File: src/ptil_pkg.sv
// Shared types and constants for the prefix table block.
// Used by ptil_cell and prefix_table_insert_lookup_top; no dependencies.
package ptil_pkg;

    localparam logic [1:0] REQ_ADD    = 2'd0;
    localparam logic [1:0] REQ_LOOKUP = 2'd1;
    localparam logic [1:0] REQ_CLEAR  = 2'd2;

    // option byte that means "keep" on update and marks a fresh entry
    localparam logic [7:0] OPT_KEEP = 8'hff;

    localparam int PFX_BITS = 128;
    localparam int SLOT_W   = 8;   // covers up to 256 slots
    localparam int COUNT_W  = 9;   // holds 0 .. 256

    typedef logic [SLOT_W-1:0]  ptil_slot_t;
    typedef logic [COUNT_W-1:0] ptil_count_t;

    // Request token handed from cell to cell along the chain
    typedef struct packed {
        logic        valid;
        logic [1:0]  req;
        logic [63:0] pfx_hi;
        logic [63:0] pfx_lo;
        logic [7:0]  len;
        logic [31:0] vlife;
        logic [31:0] plife;
        logic [7:0]  flags;
        logic        found;
        logic        created;
        ptil_slot_t  at;
        logic [7:0]  opt;
        logic [31:0] ent_vl;
        logic [31:0] ent_pl;
    } ptil_tok_t;

    // Result as presented on the output channel
    typedef struct packed {
        logic        hit;
        logic        created;
        logic        full;
        logic [3:0]  idx;
        logic [7:0]  opt;
        logic [31:0] vl;
        logic [31:0] pl;
    } ptil_res_t;

endpackage

File: src/ptil_cell.sv
// One slot of the prefix table: holds an entry and serves the request token passing by.
// Depends on ptil_pkg.
module ptil_cell #(
    parameter int IDX = 0
) (
    input  logic                clk,
    input  logic                rst_n,
    input  ptil_pkg::ptil_count_t count,
    input  ptil_pkg::ptil_tok_t tok_in,
    output ptil_pkg::ptil_tok_t tok_out
);
    import ptil_pkg::*;

    logic [63:0] pfx_hi_reg;
    logic [63:0] pfx_lo_reg;
    logic [7:0]  len_reg;
    logic [7:0]  opt_reg;
    logic [31:0] vl_reg;
    logic [31:0] pl_reg;

    ptil_tok_t tok_reg;
    ptil_tok_t tok_next;

    logic occupied;
    logic is_add;
    logic is_lookup;
    logic active;
    logic match;
    logic do_hit;
    logic do_upd;
    logic do_new;

    // Decide what this slot does with the passing request
    always_comb
    begin
        occupied  = ptil_count_t'(IDX) < count;
        is_add    = tok_in.req == REQ_ADD;
        is_lookup = tok_in.req == REQ_LOOKUP;
        active    = tok_in.valid && (is_add || is_lookup) && !tok_in.found && !tok_in.created;
        match     = occupied && (len_reg == tok_in.len) && (pfx_hi_reg == tok_in.pfx_hi)
                    && (pfx_lo_reg == tok_in.pfx_lo);
        do_hit    = active && match;
        do_upd    = do_hit && is_add && (tok_in.flags != OPT_KEEP);
        // first free slot: every earlier slot has already missed
        do_new    = active && is_add && !occupied && (ptil_count_t'(IDX) == count);
    end

    // Fill in the token with this slot's answer
    always_comb
    begin
        tok_next = tok_in;
        if (do_hit)
        begin
            tok_next.found  = 1'b1;
            tok_next.at     = ptil_slot_t'(IDX);
            tok_next.opt    = do_upd ? tok_in.flags : opt_reg;
            tok_next.ent_vl = do_upd ? tok_in.vlife : vl_reg;
            tok_next.ent_pl = do_upd ? tok_in.plife : pl_reg;
        end
        else if (do_new)
        begin
            tok_next.created = 1'b1;
            tok_next.at      = ptil_slot_t'(IDX);
            tok_next.opt     = OPT_KEEP;
            tok_next.ent_vl  = tok_in.vlife;
            tok_next.ent_pl  = tok_in.plife;
        end
    end

    // Advance the token to the next slot
    always_ff @(posedge clk or negedge rst_n)
    begin
        if (!rst_n)
        begin
            tok_reg <= '0;
        end
        else
        begin
            tok_reg <= tok_next;
        end
    end

    // Write the entry on append or update
    always_ff @(posedge clk)
    begin
        if (do_new)
        begin
            pfx_hi_reg <= tok_in.pfx_hi;
            pfx_lo_reg <= tok_in.pfx_lo;
            len_reg    <= tok_in.len;
            opt_reg    <= OPT_KEEP;
            vl_reg     <= tok_in.vlife;
            pl_reg     <= tok_in.plife;
        end
        else if (do_upd)
        begin
            opt_reg <= tok_in.flags;
            vl_reg  <= tok_in.vlife;
            pl_reg  <= tok_in.plife;
        end
    end

    assign tok_out = tok_reg;

endmodule

File: config.mk
export PLATFORM = sky130hd
export DESIGN_NAME = ptil_cell
export DESIGN_NICKNAME = d
export VERILOG_FILES = /design/src/ptil_pkg.sv /design/src/ptil_cell.sv
export SDC_FILE = /design/constraint.sdc
export NUM_CORES = 1
export LEC_CHECK = 0
export ABC_CLOCK_PERIOD_IN_PS = 8200
export BUFFER_PORTS_ARGS = -buffer_cell sky130_fd_sc_hd__buf_4
export CAP_MARGIN = 20
export CORE_AREA = 2 2 234 236
export DETAILED_ROUTE_END_ITERATION = 8
export DIE_AREA = 0 0 236 238
export PLACE_DENSITY = 0.63
export SYNTH_ARGS = -nofsm -noshare
export SYNTH_HDL_FRONTEND = slang
export SYNTH_SLANG_ARGS = --single-unit
File: constraint.sdc
create_clock -name clk -period 8.2 [get_ports clk]
set_clock_uncertainty 0.15 [all_clocks]
set_input_delay 0.41 -clock clk [delete_from_list [all_inputs] [get_ports clk]]
set_output_delay 0.41 -clock clk [all_outputs]
set_load 0.02 [all_outputs]
==> summary.md <==
| Metric | Value |
|---|---|
| Placed cell areas | 22070 um^2 |
| R2r worst-path depth | 9 |
| Worst setup margin | 3493 ps |
| Seq/Total Area, Yosys | 76.75% |
| Nets@finish | 2287 |
| Required @ worst endpoint | ~8500 ps |
| Overflow left after global routing | 0 |
| IO Pins | 597 |
| Routed vias/inst | 4.540 |
| Clk buf depth | 3 |
| Avg Cell Area, Syn | 15.67 um^2 |
| Chip height | 238 um |
| Mapped Cells | roughly 1.1k |
| IO Port Bufs | 596 |
| Gpl congestion | around 0.79 |
| Commonest non-fill, non-tap cell in the layout | buf_4 |
| Synth top area share | between 40% and 50% |
| Crit end category | flip-flop |
| All-Layer GR Usage | 18.17% |
| Final HPWL DP | 34190 um |
| Max reg flops | 293 |
| Worst-Skew Late Latency | 580 ps |
| Unrepaired setup endpoints after global routing | false |
| RR Startpoint | pfx_hi_reg[11] |
| Routed WL per cell | between 15 and 20 um |
| Setup Fix Bufs, Post-CTS | 0 |
| Hold path depth | 3 |
| Area delta synth->final | 60.51% |
| Largest area contributor in the netlist | dfrtp_1 |
| FMAX | 212.5 MHz |
| Clock transition at path regs | 60 ps |
| Worst-path fanout max | 73 |
| Routed Antenna Nets | 0 |
| Hold path startpoint | tok_in[70] |
| Die ar. | approximately 56000 um^2 |
| Top post-synthesis cells by area | dfrtp_1, edfxtp_1, dfxtp_1, xnor2_1, a22oi_1 |
| Syn Std Cell Area | 16750 um^2 |
| Pin count of the biggest net entering global routing | 150 |
| Commonest cells after routing, fill and taps aside | buf_4, dlygate4sd3_1, dfrtp_1 |
| Ratio of final minimum period to clock period | about 57% |
| Die width | roughly 240 um |
| DR vias | 12.37k |
| Crit start category | input pin |
| Clock sinks | approximately 500 |
| Max Cap Viol | 0 |
| # setup viols final | 0 |
| Area of the core | 53500 um^2 |
| Number of detailed-route iterations in the first pass | 5 |
| Outcome | finished clean |
| DR DRC count | 0 |
| Minimum clock period | between 4000 and 5000 ps |
| Worst Hold Class | in -> reg |
| Initial antenna violation count | 4 |
| Fin. max-slew vios | 0 |
| 1st-iter DRT viols | about 650 |
| Initial Util | 31.32% |
| FP Rows | 85 |
| Post-route cell area | 26890 um^2 |
| Synth Warn # | 0 |
| Vias in the first global route | 13.48k |
| Critical setup path kind | in -> reg |
| Post-synthesis register bit count | around 500 |
| Max H-tree Level | 2 |
| Slew headroom | 36.25% |
| Num CTS Buffers | 52 |
| Post-Syn Nets | approximately 1.4k |
| Root Buffer | clkbuf_16 |
| Post-Route WL | 51980 um |
| Setup TNS after final layout | 0 ps |
| CTS tree | yes |
| # placed instances | ~2.3k |
| Worst Max-Slew Pin Slew | between 900 and 1000 ps |
| Pre-CTS WS | 3250 ps |
| First-pass GRT wire length | 79600 um |
| Final cell count without fillers | 2725 |
| R2r setup slk | 3670 ps |
| Layout cell share with drive strength beyond 1 | 36.75% |
| Cell leakage power | 12.00 nW |
| Worst path arrival time | 5010 ps |
| Final hold vios | 0 |
| Worst VDD drop | 0.1487 mV |
| PD cells | roughly 210 nW/um^2 |
| Reg-to-reg endpoint | vl_reg[15] |
| Final Core Density | about half |
| Hold path endpoint | tok_out[70] |
| Cell variety after synth | 44 |
[routing by layer]
layer  vias up  wire length (um)  global-route usage, %
met4         4              1760                  6.717
li1       5626                 -                      -
met5         -                26                      0
met1      6192             19970                  21.23
met2       435             26910                  31.87
met3       115              3323                  5.067
[per-stage QoR]
step | total power [mW] | hold WS [ps]
6_report | 5.774 | 23.86
5_1_grt | 5.994 | 9.054
4_1_cts | 5.836 | 1.539
3_5_place_dp | 3.191 | 290.9
3_3_place_gp | 3.185 | 285.3
2_1_floorplan | 2.858 | -35.59
[final cells by class]
class,count,area (um^2)
Clock buffer,79,1662
Multi-Input combinational cell,513,3692
Antenna cell,2,5.005
Inverter,17,71.32
Fill cell,4441,26610
Clock inverter,19,224.0
Sequential cell,501,12860
Timing Repair Buffer,898,7507
Tap cell,696,870.8
[power by group]
part | switching (mW) | total, mW | internal [mW]
Clock | 0.983 | 2.51 | 1.53
Sequential | 0.0251 | 2.66 | 2.63
Combinational | 0.286 | 0.601 | 0.316
[cell families (layout without fill, tap and decap cells)]
| logic type | Yosys count | in the layout | synth area share [%] |
|---|---|---|---|
| other | 0 | 2 | 0 |
| and+or+nand+nor | 162 | 162 | 5.176 |
| xor gates and xnor gates | 121 | 121 | 6.326 |
| AOI/OAI and AO/OA | 214 | 214 | 9.515 |
| DFF | 501 | 501 | 76.75 |
| muxes | 16 | 16 | 0.9560 |
| buffers and inverters | 55 | 1013 | 1.277 |
[critical path, cell delays in order]
cell	delay (ps)
dlygate4sd3_1	540
buf_4	150
nor2b_1	130
a2111o_1	410
nor4_1	830
nand4_1	610
nor4_4	390
buf_4	660
nor2_4	0
buf_4	360
a21bo_2	320
[how the worst max path moves through the flow]
stage	startpoint	end	slack, ps
2_1_floorplan	tok_in[81]	vl_reg[30]	1430
4_1_cts	tok_in[178]	vl_reg[20]	3290
5_1_grt	tok_in[178]	vl_reg[15]	3060
3_5_place_dp	tok_in[178]	vl_reg[20]	3250
3_3_place_gp	tok_in[178]	vl_reg[11]	3220
6_report	tok_in[178]	vl_reg[15]	3490
[Yosys cell counts]
| library cell | number |
|---|---|
| o22ai_1 | 5 |
| a21oi_1 | 8 |
| buf_2 | 2 |
| a22oi_1 | 64 |
| or3_1 | 1 |
| nor4_1 | 17 |
| dfrtp_1 | 293 |
| inv_1 | 17 |
| or4_1 | 1 |
| nor2_1 | 3 |
| or2_2 | 2 |
| a22o_1 | 3 |
| o21ai_1 | 1 |
| dfxtp_1 | 72 |
| buf_1 | 4 |
| nor4_2 | 1 |
| nand4_1 | 28 |
| or4b_2 | 1 |
| or4_4 | 1 |
| nand2b_1 | 1 |
| edfxtp_1 | 136 |
| nor4_4 | 2 |
| xnor2_1 | 85 |
| nor2_2 | 1 |
| a2111o_1 | 1 |
| clkbuf_1 | 30 |
| nand2_1 | 73 |
| mux2i_1 | 16 |
| a21bo_1 | 24 |
| and3b_1 | 1 |
| nor2b_1 | 6 |
| nor3_1 | 11 |
| a21bo_2 | 40 |
| buf_4 | 1 |
| nor4b_2 | 1 |
| o2bb2ai_1 | 3 |
| o31a_1 | 1 |
| o21ai_0 | 63 |
| clkbuf_2 | 1 |
| xor2_1 | 36 |
| and2_1 | 8 |
| nand3_1 | 2 |
| a2111oi_0 | 1 |
| nand4b_1 | 1 |
[timing repair]
action / CTS / global route
hold buffers: 293 / 0
gates resized for setup: 0 / 0
hold endpoints to repair: 517 / 0
No activity file was read; power rests on OpenSTA's default activity.
